<file path="config.mk">
export PLATFORM = sky130hd
export DESIGN_NAME = lc3_alu
export DESIGN_NICKNAME = d
export VERILOG_FILES = /design/src/rtl/core/lc3_pkg.sv /design/src/rtl/core/lc3_alu.sv
export SDC_FILE = /design/constraint.sdc
export NUM_CORES = 1
export LEC_CHECK = 0
export ABC_CLOCK_PERIOD_IN_PS = 1550
export BUFFER_PORTS_ARGS = -buffer_cell sky130_fd_sc_hd__buf_2
export CAP_MARGIN = 20
export CORE_MARGIN = 3
export CORE_UTILIZATION = 52
export DETAILED_ROUTE_END_ITERATION = 7
export PLACE_DENSITY_LB_ADDON = 0.1
export SKIP_LAST_GASP = 1
export SLEW_MARGIN = 20
export SYNTH_ARGS = -nofsm -noshare
export SYNTH_HDL_FRONTEND = slang
export SYNTH_SLANG_ARGS = --single-unit
</file>
<file path="constraint.sdc">
create_clock -name vclk -period 1.55
set_input_delay 0 -clock vclk [all_inputs]
set_output_delay 0 -clock vclk [all_outputs]
set_load 0.01 [all_outputs]
</file>
<file path="src/rtl/core/lc3_pkg.sv">
// ----------------------------------------------------------------------------
// lc3_pkg
// shared types and constants of the lc-3 instruction step core
// ----------------------------------------------------------------------------
`default_nettype none

package lc3_pkg;

    typedef enum logic [3:0] {
        ST_CLEAR,
        ST_IDLE,
        ST_LOAD,
        ST_READ,
        ST_READ_WAIT,
        ST_KB_STATUS,
        ST_KB_DATA,
        ST_DECODE,
        ST_EXEC,
        ST_ACCESS,
        ST_STORE,
        ST_TRAP_KEY,
        ST_RESULT
    } state_t;

    typedef enum logic [1:0] {
        PH_FETCH,
        PH_ADDR,
        PH_IND
    } phase_t;

    typedef enum logic [1:0] {
        ALU_ADD,
        ALU_AND,
        ALU_NOT,
        ALU_PASS
    } alu_op_t;

    localparam logic [3:0] OPC_BR   = 4'd0;
    localparam logic [3:0] OPC_ADD  = 4'd1;
    localparam logic [3:0] OPC_LD   = 4'd2;
    localparam logic [3:0] OPC_ST   = 4'd3;
    localparam logic [3:0] OPC_JSR  = 4'd4;
    localparam logic [3:0] OPC_AND  = 4'd5;
    localparam logic [3:0] OPC_LDR  = 4'd6;
    localparam logic [3:0] OPC_STR  = 4'd7;
    localparam logic [3:0] OPC_NOT  = 4'd9;
    localparam logic [3:0] OPC_LDI  = 4'd10;
    localparam logic [3:0] OPC_STI  = 4'd11;
    localparam logic [3:0] OPC_JMP  = 4'd12;
    localparam logic [3:0] OPC_LEA  = 4'd14;
    localparam logic [3:0] OPC_TRAP = 4'd15;

    localparam logic [7:0] VEC_GETC = 8'h20;
    localparam logic [7:0] VEC_OUT  = 8'h21;
    localparam logic [7:0] VEC_IN   = 8'h23;
    localparam logic [7:0] VEC_HALT = 8'h25;

    localparam logic [15:0] KBSR_ADDR   = 16'hFE00;
    localparam logic [15:0] KBDR_ADDR   = 16'hFE02;
    localparam logic [15:0] KEY_FLAG    = 16'h8000;
    localparam logic [2:0]  FLAG_P      = 3'b001;
    localparam logic [2:0]  FLAG_Z      = 3'b010;
    localparam logic [2:0]  FLAG_N      = 3'b100;

    function automatic logic [2:0] flags_of(input logic [15:0] v);
        logic [2:0] f;
        if (v == 16'd0) begin
            f = FLAG_Z;
        end else if (v[15]) begin
            f = FLAG_N;
        end else begin
            f = FLAG_P;
        end
        return f;
    endfunction

endpackage

`default_nettype wire

</file>
<file path="src/rtl/core/lc3_alu.sv">
// ----------------------------------------------------------------------------
// lc3_alu
// shared 16-bit add / and / not / pass unit used by the sequencer steps
// ----------------------------------------------------------------------------
`default_nettype none

module lc3_alu
    import lc3_pkg::*;
(
    input  wire logic [15:0] a,
    input  wire logic [15:0] b,
    input  wire alu_op_t     op,
    output logic      [15:0] y
);

    always_comb begin
        case (op)
            ALU_ADD:  y = a + b;
            ALU_AND:  y = a & b;
            ALU_NOT:  y = ~a;
            ALU_PASS: y = a;
            default:  y = a;
        endcase
    end

endmodule

`default_nettype wire

</file>
==> results of run 1 <==
-- worst max-delay path, delay by kind of cell --
family,cells,cell delay [ps]
compound gates,4,920
xor+xnor,1,130
buf+inv,2,310
fa+ha+maj,1,270
simple gates,1,110
-- area by class of cell --
cell class,count,area [um2]
fillers,38,63.8
inverters,1,3.75
multi-input cells,163,1410
well taps,27,33.8
repair buffers,83,554
-- worst paths after layout --
path / end / slack, ps / start / cells after the start
worst max-delay path: y[13] / -180 / a[6] / 9
worst min-delay path: y[15] / 370 / a[15] / 3
-- power by group through the flow --
stage                     clock, mW  sequential (mW)  combinational (mW)
after detailed placement          0                0               0.670
after global routing              0                0               0.996
after floorplan                   0                0               0.414
after global placement            0                0               0.641
after CTS                         0                0               0.751
final                             0                0               0.959
-- timing repair --
action                     CTS  global route
setup endpoints to repair   11            11
pin swaps                    5            24
hold endpoints to repair     0             0
setup buffers                2             2
resized for setup           27            34
-- cell families after synthesis --
kind of cell,after synthesis
mux,13
buf+inv,12
xor+xnor,13
simple gates,54
compound gates,66
fa+ha+maj,17
-- synthesized netlist by cell type (2+ instances only) --
| cell type | number | area share (%) |
|---|---|---|
| nand3_1 | 3 | 1.3 |
| a21oi_1 | 23 | 9.6 |
| or3_1 | 2 | 1.0 |
| mux2i_1 | 8 | 6.7 |
| mux2_2 | 5 | 4.7 |
| o21ai_0 | 16 | 6.7 |
| nor2_1 | 11 | 3.4 |
| o21bai_1 | 3 | 1.9 |
| xnor2_1 | 8 | 5.8 |
| clkbuf_1 | 7 | 2.2 |
| o31a_1 | 4 | 2.9 |
| xor2_1 | 5 | 3.6 |
| a21o_1 | 2 | 1.3 |
| o221ai_1 | 7 | 5.1 |
| nand2_1 | 23 | 7.2 |
| nand2b_1 | 3 | 1.6 |
| nand4_1 | 3 | 1.6 |
| ha_1 | 17 | 18 |
| o211ai_1 | 5 | 3.1 |
| nor2b_1 | 4 | 2.1 |
-- per-layer routing --
| layer | GRT usage, % | routed length, um | vias up |
|---|---|---|---|
| met4 | 11.2 | 773 | 0 |
| li1 | - | - | 813 |
| met2 | 58.5 | 2950 | 270 |
| met3 | 3.05 | 978 | 92 |
| met5 | 0 | 0 | - |
| met1 | 36.7 | 2200 | 919 |
==> results.tsv, run 1 <==
metric	value	unit
outcome	finished with violations	
violations	negative setup slack	
syn_area	1200	um2
yosysWarnings	0	
p_comb_share	100.0	%
antenna_found_initial	0	
synth_cell_types	36	
num_antenna_cells	0	
synthXorXnorAreaFrac	9.49	%
arrival	1730	ps
final_cell_mix	44 x buf_2, 30 x buf_4, 23 x nand2_1	
worst_path_most_repeated_cell	buf_2	
synth_top_family_by_area	compound AO/OA/AOI/OAI gates	
slew-limit-headroom	73.3	%
fin_nets	300	
crit_type	primary input to output pin	
design.core.area	2060	um2
slew_violations	0	
synth_area_per_cell	6.86	um2
clkbuf_count	0	
period_needed	1730	ps
die_w	54.0	um
grt_pass1_wl	6910	um
drtPass1Iterations	7	
postLayoutCellArea	2000	um2
power_switching	0.514	mW
io_pins	50	
synth_fa_ha_area_share	17.7	%
drcViolationCount	0	
finalSetupTns	-1180	ps
switching_share	53.6	%
mostFrequentLayoutCell	buf_2	
routed_wl	6900	um
drv_cap	0	
synth-compound-area-share	34.8	%
tightest_slew	401	ps
hold_ws	368	ps
yosys.area_share.simple	21.3	%
seq_cell_count	0	
worstSetupEndpointType	output pin	
die_y	54.0	um
leakagePower	0.860	nW
syn_to_final_growth	66.5	%
synth.area.mux_share	11.4	%
cts_hold_buf	0	
layout-drive-gt1-share	49.0	%
grt_overflow_total	0	
grtUsageTotal	31.5	%
syn_nets	226	
min_path_type	primary input to output pin	
p_seq_share	0	%
setup_ws	-181	ps
grt_pass1_vias	1561	
hold_violations	0	
finalPower	0.959	mW
powerDensity	480	nW/um2
crit_fanout	6	
post-place-ws	-243	ps
slowest_stage	a21oi_1	
p_int	0.445	mW
core.rowCount	16	
wire_per_inst	25.2	um
worst_setup_path_start_kind	primary input	
setup-violations-final	10	
ys_seq_area_share	0	%
avgViaCountPerCell	7.64	
fmax	0.578	GHz
start_util	58.2	%
dp_cells	270	
via_count	2094	
ant_nets	0	
first_iter_violations	234	
dpl_cell_area	1640	um2
regArea	0	um2
crit_chain	buf_2 > ha_4 > a21oi_1 > o211ai_1 > o2111ai_1 > nand3_2 > xnor2_1 > o221ai_1 > buf_2	
grt_max_degree	25	
critPathMaxStageDelay	360	ps
ir_drop	355	uV
worst_ep_required_time	1550	ps
fin_util	96.9	%
netlist_instances	175	
gp_congestion	0.976	
dp_hpwl	3180	um
rsz0062_at_grt	yes	
clkPwrFrac	0	%
post-route-period-util	112	%
port_buffers	50	
dieArea	2920	um2
fin_cells	274	
Note: power is estimated with default switching activity, not from simulation.
==> inputs of run 2 (changes only) <==
Settings changed: ABC_CLOCK_PERIOD_IN_PS 1550 to 1500, CORE_UTILIZATION 52 to 47.
Clock period 1.55 ns to 1.5 ns, I/O delays scaled along.
==> results.tsv, run 2 (synthesis gave the netlist of run 1 again) <==
metric	value	unit
setup_ws	-257	ps
num_antenna_cells	0	
dp_cells	282	
wire_per_inst	20.4	um
hold_ws	338	ps
setup.worst_path.start	a[1]	
syn_to_final_growth	79.6	%
setup-violations-final	12	
finalPower	1.01	mW
tightest_slew	345	ps
period_needed	1760	ps
via_count	1928	
dp_hpwl	3120	um
crit_fanout	5	
violations	negative setup slack	
slowest_stage	ha_4	
fin_cells	292	
grt_overflow_total	0	
powerDensity	470	nW/um2
ir_drop	364	uV
die_w	56.5	um
slew-limit-headroom	76.7	%
seq_cell_count	0	
grt_max_degree	25	
antenna_found_initial	0	
critPathMaxStageDelay	250	ps
drcViolationCount	0	
hold_violations	0	
grt_pass1_vias	1839	
final_cell_mix	48 x buf_4, 40 x buf_2, 22 x nand2_1	
slew_violations	0	
design.core.area	2320	um2
layout-drive-gt1-share	54.5	%
fill_cells	82	
avgViaCountPerCell	6.60	
fin_nets	317	
ant_nets	0	
crit_chain	buf_8 > ha_4 > a21o_1 > a21oi_2 > buf_4 > o221a_4 > o211ai_1 > o31a_1 > o221ai_1 > buf_2	
core.rowCount	17	
worstSetupEndpointType	output pin	
cts_hold_buf	0	
min_path_type	primary input to output pin	
outcome	finished with violations	
leakagePower	0.957	nW
arrival	1760	ps
mostFrequentLayoutCell	buf_4	
grt_pass1_wl	8590	um
port_buffers	50	
gp_congestion	0.891	
start_util	51.8	%
dieArea	3200	um2
worst_setup_path_start_kind	primary input	
grtUsageTotal	32.8	%
clkbuf_count	0	
drv_cap	0	
post-route-period-util	117	%
drtPass1Iterations	5	
io_pins	50	
regArea	0	um2
crit_type	primary input to output pin	
routed_wl	5970	um
worst_ep_required_time	1500	ps
rsz0062_at_grt	yes	
first_iter_violations	172	
die_y	56.5	um
fmax	0.569	GHz
holdCritStartpoint	a[15]	
## run 2: final cells by class
cell class                      instances  area, um2  share of cell area [%]
Inverter                                1       3.75                   0.174
Timing Repair Buffer                  100        703                    32.6
Tap cell                               28       35.0                    1.63
Multi-Input combinational cell        163       1410                    65.6
## run 2: power breakdown
| part | switching, mW | internal, mW |
|---|---|---|
| combinational | 0.504 | 0.510 |
| clock | 0 | 0 |
| sequential | 0 | 0 |
| total | 0.504 | 0.510 |
## run 2: worst paths after layout
path	depth (start not counted)	end
max	10	y[9]
min	3	y[15]
## run 2: stage by stage
step / area [um2] / TNS (ps) / util, % / worst slack [ps]
finish: 2150 / -1410 / 92.9 / -257
global route: 2150 / -2300 / 92.9 / -325
CTS: 2040 / -277 / 88.0 / -118
detailed placement: 1730 / -2600 / 74.4 / -305
global placement: 1730 / -1970 / 74.4 / -228
floorplan: 1200 / 0 / - / 13.7
## run 2: worst max-delay path: cells and delay by family
family                   cells  cell delay (ps)
adder cells (fa/ha/maj)      1              250
buffers and inverters        3              430
AO/OA/AOI/OAI                6             1070
## run 2: per-layer routing
metal | vias to the layer above | GRT usage (%) | wire (um)
met4 | 0 | 8.81 | 354
met5 | - | 0 | 0
li1 | 854 | - | -
met1 | 871 | 40.7 | 2170
met3 | 42 | 2.07 | 642
met2 | 161 | 60.1 | 2800
## run 2: repair_timing
action | CTS | global route
buffers inserted | 5 | 7
endpoints found under the setup margin | 12 | 13
pin swaps | 19 | 25
resized for setup | 48 | 22
==> inputs of run 3 (changes only) <==
--- a/config.mk
+++ b/config.mk
@@ -9,5 +9,4 @@
 export BUFFER_PORTS_ARGS = -buffer_cell sky130_fd_sc_hd__buf_2
 export CAP_MARGIN = 20
-export CORE_MARGIN = 3
 export CORE_UTILIZATION = 47
 export DETAILED_ROUTE_END_ITERATION = 7
==> constraint.sdc (replaced) <==
create_clock -name vclk -period 1.5
set_input_delay 0.15 -clock vclk [all_inputs]
set_output_delay 0.15 -clock vclk [all_outputs]
set_load 0.01 [all_outputs]
==> results.tsv, run 3 <==
metric	value	unit
synth_largest_area_cell	ha_1	
netlist_instances	175	
grtUsageTotal	77.1	%
die_w	52.5	um
cts_hold_buf	0	
synthTopCellsByCount	23 x a21oi_1, 23 x nand2_1, 17 x ha_1	
grt_overflow_total	42	
dp_hpwl	3390	um
outcome	did not finish	
synth_area_leaders	ha_1 18%, a21oi_1 9.6%, nand2_1 7.2%	
syn_nets	226	
port_buffers	50	
die_y	52.5	um
start_util	51.8	%
yosysWarnings	0	
gp_congestion	0.942	
grt_max_degree	22	
endpoint_type	top-level output	
ys_seq_area_share	0	%
core.rowCount	17	
io_pins	50	
synth_cell_types	36	
grt-worst-endpoint	y[13]	
synth_area_per_cell	6.86	um2
haltStage	global routing	
post-place-ws	-445	ps
syn_area	1200	um2
synth_top_cell_area_share	17.7	%
error_line	[ERROR GRT-0232] Routing congestion too high. Check the congestion heatmap in the GUI.	
==> run 3: cell counts after synthesis <==
No cell type changed its count.
==> run 3: logic make-up after synthesis <==
logic type	count (synthesis)	synth area share, %
multiplexers	13	11.4
adder cells (fa/ha/maj)	17	17.7
buffers and inverters	12	5.32
AND/OR/NAND/NOR	54	21.3
XOR/XNOR	13	9.49
AO/OA/AOI/OAI	66	34.8
==> run 3: timing repair <==
| item | CTS |
|---|---|
| buffers inserted | 5 |
| pin swaps | 27 |
| gates resized for setup | 42 |
| gates cloned | 0 |
| endpoints found under the setup margin | 14 |
==> run 3: layer usage <==
metal	global-route usage, %	overflow
met2	99.6	22
met3	47.0	0
met1	77.2	2
met4	90.4	18
met5	0	0
==> run 3: through the flow <==
step	setup TNS, ps	instances	instance area, um2
after detailed placement	-4630	280	1900
after global placement	-4020	280	1900
after CTS	-3510	283	2120
after floorplan	-541	175	1400
==> inputs of run 4 (changes only) <==
Settings changed: ABC_CLOCK_PERIOD_IN_PS 1500 to 2000, CORE_AREA from default to 2 2 63 65, CORE_UTILIZATION 47 to default, DIE_AREA from default to 0 0 65 67, PLACE_DENSITY_LB_ADDON 0.1 to 0.15.
Clock period 1.5 ns to 2 ns, I/O delays scaled along.
==> results.tsv, run 4 (synthesis gave the netlist of run 1 again) <==
metric	value	unit
met2_usage	29.4	%
outcome	finished with violations	
rsz0062_at_grt	yes	
hold_violations	0	
fin_cells	297	
seq_cell_count	0	
routed_wl	3860	um
fin_nets	302	
start_util	33.3	%
drtPass1Iterations	4	
use_met1	24.4	%
slew-limit-headroom	78.5	%
p_comb_share	100.0	%
grtUsageTotal	16.8	%
crit_fanout	4	
grt_max_degree	25	
critPathMaxStageDelay	420	ps
setup_ws	-4.54	ps
mostFrequentLayoutCell	buf_2	
antenna_found_initial	0	
post-route-period-util	100	%
setup-violations-final	1	
cts_hold_buf	0	
top_usage_layer	met2	
wire_per_inst	13.0	um
grtUsageMet3	0.338	%
p_seq_share	0	%
arrival	1800	ps
switching_share	47.6	%
dp_hpwl	2930	um
clkPwrFrac	0	%
leakagePower	0.858	nW
finalPower	0.625	mW
dp_cells	296	
worst_setup_path_start_kind	primary input	
dieArea	4360	um2
power_switching	0.297	mW
gp_congestion	0.906	
ant_nets	0	
core.rowCount	22	
grt_overflow_total	0	
worst_ep_required_time	1800	ps
drv_cap	0	
fmax	0.499	GHz
clkbuf_count	0	
hold_ws	738	ps
grt_pass1_wl	6060	um
design.core.area	3610	um2
fill_cells	368	
p_int	0.328	mW
io_pins	50	
first_iter_violations	29	
tightest_slew	323	ps
port_buffers	50	
slew_violations	0	
powerDensity	315	nW/um2
crit_chain	buf_2 > ha_4 > a21oi_1 > o211a_1 > or4_4 > nand3_2 > xnor2_2 > o221ai_1 > buf_2	
period_needed	2000	ps
worstSetupEndpointType	output pin	
grt_pass1_vias	1370	
syn_to_final_growth	65.3	%
multi_input_area	1380	um2
avgViaCountPerCell	5.32	
drcViolationCount	0	
slowest_stage	or4_4	
final_cell_mix	45 x buf_2, 35 x buf_4, 23 x nand2_1	
regArea	0	um2
worst_path_most_repeated_cell	buf_2	
die_y	67	um
violations	negative setup slack	
via_count	1581	
layout-drive-gt1-share	48.2	%
ir_drop	103	uV
crit_type	primary input to output pin	
die_w	65	um
min_path_type	primary input to output pin	
num_antenna_cells	0	
==> run 4: power by group through the flow <==
stage	clock [mW]	sequential [mW]	combinational [mW]
3_3_place_gp	0	0	0.522
4_1_cts	0	0	0.560
6_report	0	0	0.625
5_1_grt	0	0	0.685
2_1_floorplan	0	0	0.321
3_5_place_dp	0	0	0.523
==> run 4: worst max-delay path: cells and delay by family <==
kind	cells	cell delay [ps]
compound gates	3	430
xor+xnor	1	110
fa+ha+maj	1	290
buf+inv	2	270
simple gates	2	510
==> run 4: worst paths after layout <==
check / startpoint / endpoint / slack, ps / depth (start not counted)
max: b[1] / y[13] / -5 / 9
min: a[15] / y[15] / 740 / 3
==> run 4: layout make-up <==
cell class | instances | area share (%)
Timing Repair Buffer | 85 | 27.4
Inverter | 1 | 0.189
Multi-Input combinational cell | 163 | 69.3
Tap cell | 48 | 3.03
==> run 4: what timing repair did <==
item | in CTS | in global routing
endpoints found under the setup margin | 10 | 10
resized for setup | 15 | 36
pin swaps | 5 | 17
setup buffers | 1 | 0
==> run 4: stage by stage <==
stage / setup WS [ps] / util (%) / cell area, um2 / TNS (ps)
after floorplan: 89.4 / - / 1200 / 0
after global placement: -173 / 47.3 / 1710 / -1140
final: -4.54 / 55.0 / 1980 / -4.54
after global routing: -60.8 / 55.0 / 1980 / -223
after detailed placement: -188 / 47.3 / 1710 / -1300
after CTS: -41.8 / 50.0 / 1800 / -74.9
==> run 4: routing by layer <==
metal | share of wire (%) | up-vias
met5 | 0 | -
met4 | 0 | 0
met3 | 4.7 | 0
met2 | 49 | 37
met1 | 46 | 735
li1 | - | 809
